## src/design/text_mode_console_writer_defines.svh

```systemverilog
// Assertion macros shared by the console writer RTL.
// Included by the controller and datapath; depends on nothing else.
`ifndef TEXT_MODE_CONSOLE_WRITER_DEFINES_SVH
`define TEXT_MODE_CONSOLE_WRITER_DEFINES_SVH

// Same-cycle implication, disabled while reset is high.
`define TMCW_ASSERT_NOW(label, clk, rst, ante, cons, msg) \
   label: assert property (@(posedge clk) disable iff (rst) (ante) |-> (cons)) \
      else $error(msg);

// Next-cycle implication, disabled while reset is high.
`define TMCW_ASSERT_NEXT(label, clk, rst, ante, cons, msg) \
   label: assert property (@(posedge clk) disable iff (rst) (ante) |=> (cons)) \
      else $error(msg);

`endif

```

## src/design/tmcw_pkg.sv

```systemverilog
// Shared types and constants of the console writer.
// Used by the datapath, controller and top level; depends on nothing.
`default_nettype none

package tmcw_pkg;

   localparam int CHAR_W      = 8;
   localparam int CELL_W      = 16;
   localparam int INDEX_W     = 11;
   localparam int COL_OUT_W   = 7;
   localparam int ROW_OUT_W   = 5;

   localparam int REQ_TDATA_W = 24;
   localparam int REQ_TUSER_W = 1;
   localparam int RSP_FIELD_W = COL_OUT_W + ROW_OUT_W + 1 + CELL_W;
   localparam int RSP_TDATA_W = 32;
   localparam int RSP_PAD_W   = RSP_TDATA_W - RSP_FIELD_W;

   localparam logic OP_PUT  = 1'b0;
   localparam logic OP_READ = 1'b1;

   localparam logic [CHAR_W-1:0] NUL_CHAR     = 8'h00;
   localparam logic [CHAR_W-1:0] NEWLINE_CHAR = 8'h0A;
   localparam logic [CHAR_W-1:0] SPACE_CHAR   = 8'h20;
   localparam logic [CELL_W-1:0] BLANK_CELL   = 16'h0720;
   localparam logic [CELL_W-1:0] ATTR_MASK    = 16'hFF00;

   typedef enum logic [1:0] {
      RD_ITEM,
      RD_CURSOR,
      RD_SWEEP
   } rd_sel_type;

   typedef enum logic [1:0] {
      CUR_HOLD,
      CUR_NEWLINE,
      CUR_ADVANCE,
      CUR_HOME
   } cur_op_type;

   typedef enum logic [1:0] {
      OUT_PUT,
      OUT_READ,
      OUT_CLEAR
   } out_kind_type;

   typedef struct packed {
      logic         latch_item;
      logic         rd_en;
      rd_sel_type   rd_sel;
      cur_op_type   cur_op;
      logic         wr_put;
      logic         init_wr;
      logic         sweep_clear;
      logic         sweep_step;
      logic         out_load;
      out_kind_type out_kind;
   } ctl_cmd_type;

   typedef struct packed {
      logic req_is_read;
      logic req_char_zero;
      logic req_char_newline;
      logic last_row;
      logic last_col;
      logic sweep_done;
      logic rsp_free;
   } ctl_status_type;

endpackage

`default_nettype wire

```

## src/design/tmcw_controller.sv

```systemverilog
// Controller of the console writer: sequences reads, puts, blanking and the clearing pass.
// Depends on tmcw_pkg and the shared assertion macros.
`default_nettype none
`include "text_mode_console_writer_defines.svh"

module tmcw_controller (
   input  wire logic                     clock,
   input  wire logic                     reset,
   input  wire logic                     req_tvalid,
   output      logic                     req_tready,
   input  wire tmcw_pkg::ctl_status_type status,
   output      tmcw_pkg::ctl_cmd_type    cmd
);

   import tmcw_pkg::*;

   typedef enum logic [2:0] {
      S_INIT,
      S_IDLE,
      S_READ,
      S_PUT,
      S_BLANK
   } state_type;

   state_type state_ff, state_in;
   logic      accept;

   assign req_tready = (state_ff == S_IDLE) && status.rsp_free;
   assign accept     = req_tvalid && req_tready;

   always_comb begin
      state_in         = state_ff;
      cmd.latch_item   = accept;
      cmd.rd_en        = 1'b0;
      cmd.rd_sel       = RD_CURSOR;
      cmd.cur_op       = CUR_HOLD;
      cmd.wr_put       = 1'b0;
      cmd.init_wr      = 1'b0;
      cmd.sweep_clear  = 1'b0;
      cmd.sweep_step   = 1'b0;
      cmd.out_load     = 1'b0;
      cmd.out_kind     = OUT_PUT;
      case (state_ff)
         S_INIT: begin
            if (status.sweep_done) begin
               cmd.sweep_clear = 1'b1;
               state_in        = S_IDLE;
            end else begin
               cmd.init_wr = 1'b1;
            end
         end
         S_IDLE: begin
            if (accept) begin
               if (status.req_is_read) begin
                  cmd.rd_en  = 1'b1;
                  cmd.rd_sel = RD_ITEM;
                  state_in   = S_READ;
               end else if (status.req_char_zero) begin
                  cmd.out_load = 1'b1;
               end else if (status.req_char_newline) begin
                  if (status.last_row) begin
                     cmd.cur_op      = CUR_HOME;
                     cmd.sweep_clear = 1'b1;
                     state_in        = S_BLANK;
                  end else begin
                     cmd.cur_op   = CUR_NEWLINE;
                     cmd.out_load = 1'b1;
                  end
               end else begin
                  // fetch the cell under the cursor to keep its attribute
                  cmd.rd_en = 1'b1;
                  state_in  = S_PUT;
               end
            end
         end
         S_READ: begin
            cmd.out_load = 1'b1;
            cmd.out_kind = OUT_READ;
            state_in     = S_IDLE;
         end
         S_PUT: begin
            cmd.wr_put = 1'b1;
            if (status.last_row && status.last_col) begin
               cmd.cur_op      = CUR_HOME;
               cmd.sweep_clear = 1'b1;
               state_in        = S_BLANK;
            end else begin
               cmd.cur_op   = CUR_ADVANCE;
               cmd.out_load = 1'b1;
               state_in     = S_IDLE;
            end
         end
         S_BLANK: begin
            if (status.sweep_done) begin
               cmd.out_load = 1'b1;
               cmd.out_kind = OUT_CLEAR;
               state_in     = S_IDLE;
            end else begin
               cmd.rd_en      = 1'b1;
               cmd.rd_sel     = RD_SWEEP;
               cmd.sweep_step = 1'b1;
            end
         end
         default: begin
            state_in = S_IDLE;
         end
      endcase
   end

   always_ff @(posedge clock) begin
      if (reset) begin
         state_ff <= S_INIT;
      end else begin
         state_ff <= state_in;
      end
   end

   `TMCW_ASSERT_NOW(a_load_when_free, clock, reset, cmd.out_load, status.rsp_free,
      "result overwritten before it was taken")
   `TMCW_ASSERT_NOW(a_step_in_range, clock, reset, (cmd.sweep_step || cmd.init_wr),
      !status.sweep_done, "sweep ran past the last cell")
   `TMCW_ASSERT_NEXT(a_put_follows_fetch, clock, reset,
      (accept && !status.req_is_read && !status.req_char_zero && !status.req_char_newline),
      (state_ff == S_PUT), "character put did not wait for its cell fetch")

endmodule

`default_nettype wire

```

## config.mk

```make
export PLATFORM = sky130hd
export DESIGN_NAME = tmcw_controller
export DESIGN_NICKNAME = d
export VERILOG_FILES = /design/src/design/tmcw_pkg.sv /design/src/design/tmcw_controller.sv
export VERILOG_INCLUDE_DIRS = /design/src /design/src/design
export SDC_FILE = /design/constraint.sdc
export NUM_CORES = 1
export LEC_CHECK = 0
export ABC_AREA = 1
export BUFFER_PORTS_ARGS = -buffer_cell sky130_fd_sc_hd__buf_4
export CELL_PAD_IN_SITES_DETAIL_PLACEMENT = 0
export CELL_PAD_IN_SITES_GLOBAL_PLACEMENT = 2
export CORE_MARGIN = 4
export CORE_UTILIZATION = 18
export DETAILED_ROUTE_END_ITERATION = 8
export PLACE_DENSITY_LB_ADDON = 0.1
export RECOVER_POWER = 25
export SYNTH_ARGS = -nofsm -noshare
export SYNTH_HDL_FRONTEND = slang
export SYNTH_SLANG_ARGS = --single-unit
```

## constraint.sdc

```tcl
create_clock -name clock -period 1.3 [get_ports clock]
set_clock_uncertainty 0.15 [all_clocks]
set_input_delay 0.26 -clock clock [delete_from_list [all_inputs] [get_ports clock]]
set_output_delay 0.26 -clock clock [all_outputs]
set_load 0.01 [all_outputs]
```

======== Yosys cells after proc, flatten, opt, wreduce, memory -nomap -nowiden ========
Cells that the tools add are included.
storage, ports and cells
  output and inout bits ................... 14
  logic and storage cells ................. 57
  bits in registers ....................... 3
  input port bits ......................... 10
operators by class
  reduce and logical (&&, ||, !) cells .... 6
  equal/unequal tests ..................... 8
  mux-type cells .......................... 42
operators with widths
  operator            count
  $mux 3              9
  $mux 1              22
  $pmux 3 s3          1
  $mux 2              4
  $pmux 2 s2          2
  $eq 3x2->1 const B  2
  $pmux 3 s2          1
  $mux 5              1
  $ne 4x4->1 const B  1
  $pmux 1 s4          1
  $reduce_and 4->1    1
  $eq 3x1->1 const B  1
  $eq 3x3->1 const B  1
  $logic_and 1x1->1   3
  $logic_not 3->1     1
  $ne 3x3->1 const B  1
  $pmux 1 s3          1
  $ne 2x1->1 const B  1
  $ne 2x2->1 const B  1
  $reduce_or 2->1     1

======== Depth between registers and ports, before layout ========
Gate-level depths: netlist of the first run.
  word-level depth ........................ 6
  gate-level depth with buffers ........... 7
  mapped depth without buffers ............ 7

======== Least setup slack after synthesis of the first run ========
Ideal clock, no wire load.
  path kind ............................... register to output
  start point ............................. register state_ff[1]
  end point ............................... output port cmd[2] (netlist name)
  arrival time ............................ 1.010 ns
  required time ........................... 0.890 ns
  path slack .............................. -0.120 ns
  path buffers ............................ 0
  cell stages (with the launch flop) ...... 5
  cells stage by stage .................... dfxtp_1 -> inv_2 -> nor3_1 -> inv_1 -> nand4_1
RTL lines
  item                      line                    RTL
  start: declaration        tmcw_controller.sv:25   state_type state_ff, state_in;
  start signal: assignment  tmcw_controller.sv:114  state_ff <= state_in;
  end: declaration          tmcw_controller.sv:12   output tmcw_pkg::ctl_cmd_type cmd

==> results of run 1 <==
-- path summary, 6_finish.rpt --
kind	slack, ns	to	startpoint
worst min-delay path	0.05	state_ff[1]	reset
worst min register to register	0.51	state_ff[0]	state_ff[1]
worst max-delay path	-0.35	cmd[4]	state_ff[1]
worst max register to register	-0.08	state_ff[2]	state_ff[1]
-- kinds of logic (layout without fill, tap and decap cells) --
logic type,count (synthesis),count (layout),share of synthesized area [%]
AND/OR/NAND/NOR,43,43,62.70
buffers and inverters,14,66,14.47
AO/OA/AOI/OAI,5,5,7.396
flip-flops,3,3,15.43
-- area by class of cell --
type | instances | area (um^2) | share of cell area, %
clock buffers | 4 | 26.28 | 2.642
inverters | 13 | 56.30 | 5.660
multi-input cells | 48 | 365.4 | 36.73
flip-flops and latches | 3 | 68.82 | 6.918
well taps | 27 | 33.78 | 3.396
repair buffers | 49 | 444.2 | 44.65
-- through the flow --
stage                     area [um^2]  setup TNS, ns
final                           994.7         -4.040
after global routing            994.7         -5.055
after CTS                       888.4         -4.269
after detailed placement        785.8         -1.093
after global placement          785.8         -1.169
after floorplan                 424.2       -0.03964
-- power breakdown --
group	switching, mW	internal (mW)
combinational	0.106	0.126
sequential	0.00828	0.0952
clock	0.0429	0.115
total	0.157	0.336
-- metal layers --
layer  track usage (%)  up-vias
met5                 0        -
met4                 0        0
met3             3.270        0
met2             19.52       16
met1             13.11      246
li1                  -      311
-- critical path, stage by stage, from the launching register on --
cell      delay, ns
dfxtp_4        0.38
clkinv_4       0.07
buf_12         0.13
nor2_4         0.15
nand3_4        0.11
nand3_2        0.08
buf_6          0.10
-- cells in the mapped netlist --
cell / n / area share [%]
nor2_4: 2 / 5.8
a21oi_1: 2 / 2.6
nand3b_1: 1 / 1.9
nor3_1: 3 / 3.9
nand3_4: 1 / 4.5
buf_4: 1 / 1.9
nor2_2: 2 / 3.2
inv_1: 11 / 11
nand3_2: 2 / 5.1
nand2_2: 2 / 3.2
nor3_4: 1 / 4.2
inv_2: 2 / 1.9
dfxtp_1: 3 / 15
nand2_1: 16 / 15
nor2_1: 5 / 4.8
nand4_1: 1 / 1.6
nand3_1: 7 / 9.0
o21ai_2: 1 / 2.3
o21ai_0: 2 / 2.6
-- timing repair --
action | 4_1_cts | 5_1_grt
pin swaps | 5 | 12
buffers inserted | 6 | 7
gates resized for setup | 12 | 28
setup endpoints to repair | 16 | 17
==> metrics, run 1 <==
outcome=complete, but fails checks; failing checks=setup timing; worst slew pin tran=0.3262 ns; worst skew pair latency=0.23 ns; post-layout util=49.69%; via-per-instance ratio=3.979; Metal-1 WL=613 um; fraction of layout cells with a size suffix above 1=71.79%; dpl ws=-0.1695 ns; most common cell after layout, fill and taps aside=buf_4; htree depth=1; CTS clk-pin slew, worst paths=0.04 ns; Fin Hold WS=0.04801 ns; wire length on met3=103 um; grt ovf=0; Top Metal Used=met3; first-pass GRT wire length=2311 um; largest net degree at the start of global routing=6; total chip power=0.4929 mW; Initial Util=19.44%; FILL cells=204; normalized max-slew margin=78.09%; initial DRC count=3; Final HPWL DP=1135 um; mapped cell area=389.1 um^2; Final WS setup=-0.3514 ns; PwrDens=495.5 nW/um^2; Worst IR Drop VDD=541.7 uV; wire per inst=10.02 um; Warnings, synthesis=0; # rows=16; MaxCap Viol Count=0; DIE HEIGHT=54.50 um; Critical Path AT=1.24 ns; Critical Path Sink Type=primary output; Seq/Total Area, Yosys=15.43%; largest registers=state_ff (3); DRT Pass-1 Iters=4; Syn Nets=75; CP Data Required Time=0.89 ns; Lkg Pwr=0.5090 nW; via count=573; Hold Path Class=in2reg; cells after synthesis=65; # IOs=24; Avg Cell Area, Syn=5.987 um^2; synthesis-to-finish area growth=155.6%; Die W=54.50 um; Hold Path Cell Cnt=2; length of routed met2 wiring=726 um; fin. max-slew vios=0; post-synth cell types=19; Routed WL=1443 um; GP Congestion=0.6538; DRC viols=0; vias in the first global route=546; Clock Tree Buf Depth=2; register bank with the most flops=state_ff; Final Critical Period=1.651 ns; nets=128; RSZ-0062 raised after global routing=true; all-layer global routing usage=10.75%; Largest register FFs=3; Num CTS Buffers=3; R2R cell count=9; Sink Count=3; Yosys reg bits=3; crit path max fanout=4; final hold viol count=0; most frequent cells in the layout=31 x buf_4, 17 x buf_6, 12 x nand2_1; CP Class=reg2out; FMAX=605.5 MHz; ANT nets after route=0; CTS Hold Bufs=0; core area=2002 um^2; Placed Cells incl. Taps=134; Antenna Cells=0; port bufs=23; CP Launch Type=flip-flop; endpoints failing setup=15; initial antenna violation count=0; CTS tree=done; clk root buf=clkbuf_4; fin crit share=127.0%; DIE AREA=2970 um^2; Final Non-Filler Cells=144
Power figures use the tool's default switching activity.
==> inputs of run 2 (changes only) <==
Settings changed: SKIP_CTS_REPAIR_TIMING from default to 1.
==> run 2 against run 1 <==
Against the previous run: the flow still finishes with violations (setup timing); sequential share of layout area rose by 0.28 points; flip-flop and latch count did not move; critical path depth did not move; sequential power barely moved; combinational power fell by 3%; die area did not move; first-iteration DRC count rose by 100%; via count fell by 2.3%; cell count fell by 2.1%; critical path type unchanged; largest cell class unchanged; largest power group unchanged.
==> metrics, run 2 (same netlist as run 1, synthesis figures left out) <==
grt ovf=0 (unchanged); synthesis-to-finish area growth=145.7%; Sink Count=3 (unchanged); Num CTS Buffers=3 (unchanged); MaxCap Viol Count=0 (unchanged); r2r setup slk=-0.10 ns (-0.02 ns); # IOs=24 (unchanged); crit path max fanout=4 (unchanged); most frequent cells in the layout=30 x buf_4, 15 x buf_6, 12 x nand2_1; DIE AREA=2970 um^2 (unchanged); largest net degree at the start of global routing=6 (unchanged); DRC viols=0 (unchanged); CTS tree=done; all-layer global routing usage=9.797% (-0.96 points); Reg power frac=21.2% (+0.2 points); sw frac=31.65% (-0.28 points); initial DRC count=6 (+3); CP Launch Type=flip-flop; Clock Tree Buf Depth=2 (unchanged); Critical Path AT=1.24 ns (about the same); CP Class=reg2out; via-per-instance ratio=3.972 (-0.19%); initial antenna violation count=0 (unchanged); worst skew pair latency=0.23 ns (about the same); Placed Cells incl. Taps=134 (unchanged); CP Data Required Time=0.89 ns (about the same); wire per inst=9.730 um (-2.9%); vias in the first global route=517 (-5.3%); Final WS setup=-0.3535 ns (-0.002097 ns); Largest register FFs=3 (unchanged); first-pass GRT wire length=2118 um (-8.4%); normalized max-slew margin=78.12% (about the same); fin crit share=127.2% (+0.16 points); worst slew pin tran=0.3257 ns (-0.0004921 ns); Routed WL=1372 um (-4.9%); Initial Util=19.44% (unchanged); FMAX=604.8 MHz (-0.13%); fin. max-slew vios=0 (unchanged); Logic pwr share=46.4% (-0.7 points); clk root buf=clkbuf_4; Final Non-Filler Cells=141 (-2.1%); DIE HEIGHT=54.50 um (unchanged); register bank with the most flops=state_ff; fraction of layout cells with a size suffix above 1=71.05% (-0.74 points); dpl ws=-0.1695 ns (unchanged); # rows=16 (unchanged); Final Critical Period=1.653 ns (+0.002097 ns); core area=2002 um^2 (unchanged); Antenna Cells=0 (unchanged); setup_tns=-4.032 ns (+0.008760 ns); final hold viol count=0 (unchanged); part of the power in the clock network=32.4% (+0.4 points); htree depth=1 (unchanged); Critical Path Sink Type=primary output; NetSw=0.1540 mW (-2.2%); outcome=complete, but fails checks; most common cell after layout, fill and taps aside=buf_4; largest registers=state_ff (3); Die W=54.50 um (unchanged); DRT Pass-1 Iters=4 (unchanged); CTS clk-pin slew, worst paths=0.04 ns (about the same); cell-internal power=0.3325 mW (-0.89%); Final HPWL DP=1135 um (unchanged); port bufs=23 (unchanged); failing checks=setup timing; GP Congestion=0.6538 (unchanged); ANT nets after route=0 (unchanged); PwrDens=509.0 nW/um^2 (+2.7%); nets=125 (-2.3%); Lkg Pwr=0.4949 nW (-2.8%); RSZ-0062 raised after global routing=true; FILL cells=209 (+2.5%); Worst IR Drop VDD=560.6 uV (+3.5%); endpoints failing setup=15 (unchanged); via count=560 (-2.3%); Hold Path Class=in2reg
[run 2: cell types whose count changed in the layout (fill, tap and decap cells not counted), sizes merged]
| cell | delta |
|---|---|
| buf | -3 |
[run 2: routing by layer]
layer	track usage (%)	vias up	routed length, um
li1	-	305	-
met1	11.81	241	593
met2	17.73	14	678
met3	3.270	0	100
met4	0	0	0
met5	0	-	0
[run 2: power groups by stage]
stage	clock network, mW	registers [mW]	logic (mW)
finish	0.158	0.103	0.226
detailed placement	0	0.104	0.189
CTS	0.167	0.102	0.190
floorplan	0	0.103	0.0865
global placement	0	0.104	0.190
global route	0.176	0.104	0.249
[run 2: worst paths after layout]
| path | from | to | cells after the start |
|---|---|---|---|
| worst max-delay path | state_ff[1] | cmd[2] | 6 |
| worst min-delay path | reset | state_ff[1] | 2 |
| worst max register to register | state_ff[1] | state_ff[2] | 9 |
| worst min register to register | state_ff[1] | state_ff[0] | 4 |
[run 2: final cells by class]
class	count	area (um^2)	area share (%)
repair buffers	46	414.1	43.32
multi-input cells	48	359.1	37.57
flip-flops and latches	3	68.82	7.199
inverters	13	53.80	5.628
well taps	27	33.78	3.534
clock buffers	4	26.28	2.749
[run 2: metrics by stage]
step	cell area, um^2	hold slack (ns)	total power [mW]	utilization (%)
2_1_floorplan	424.2	0.1727	0.1899	-
3_3_place_gp	785.8	0.2798	0.2943	39.25
3_5_place_dp	785.8	0.2777	0.2934	39.25
4_1_cts	812.0	0.03286	0.4600	40.56
5_1_grt	955.9	0.03471	0.5295	47.75
6_report	955.9	0.04410	0.4865	47.75
[run 2: worst max-delay path, stage by stage (launching register included)]
cell	delay, ns
dfxtp_4	0.36
clkinv_4	0.06
nand3_4	0.10
nor3_4	0.20
nand2_1	0.09
nand4_1	0.07
buf_4	0.12
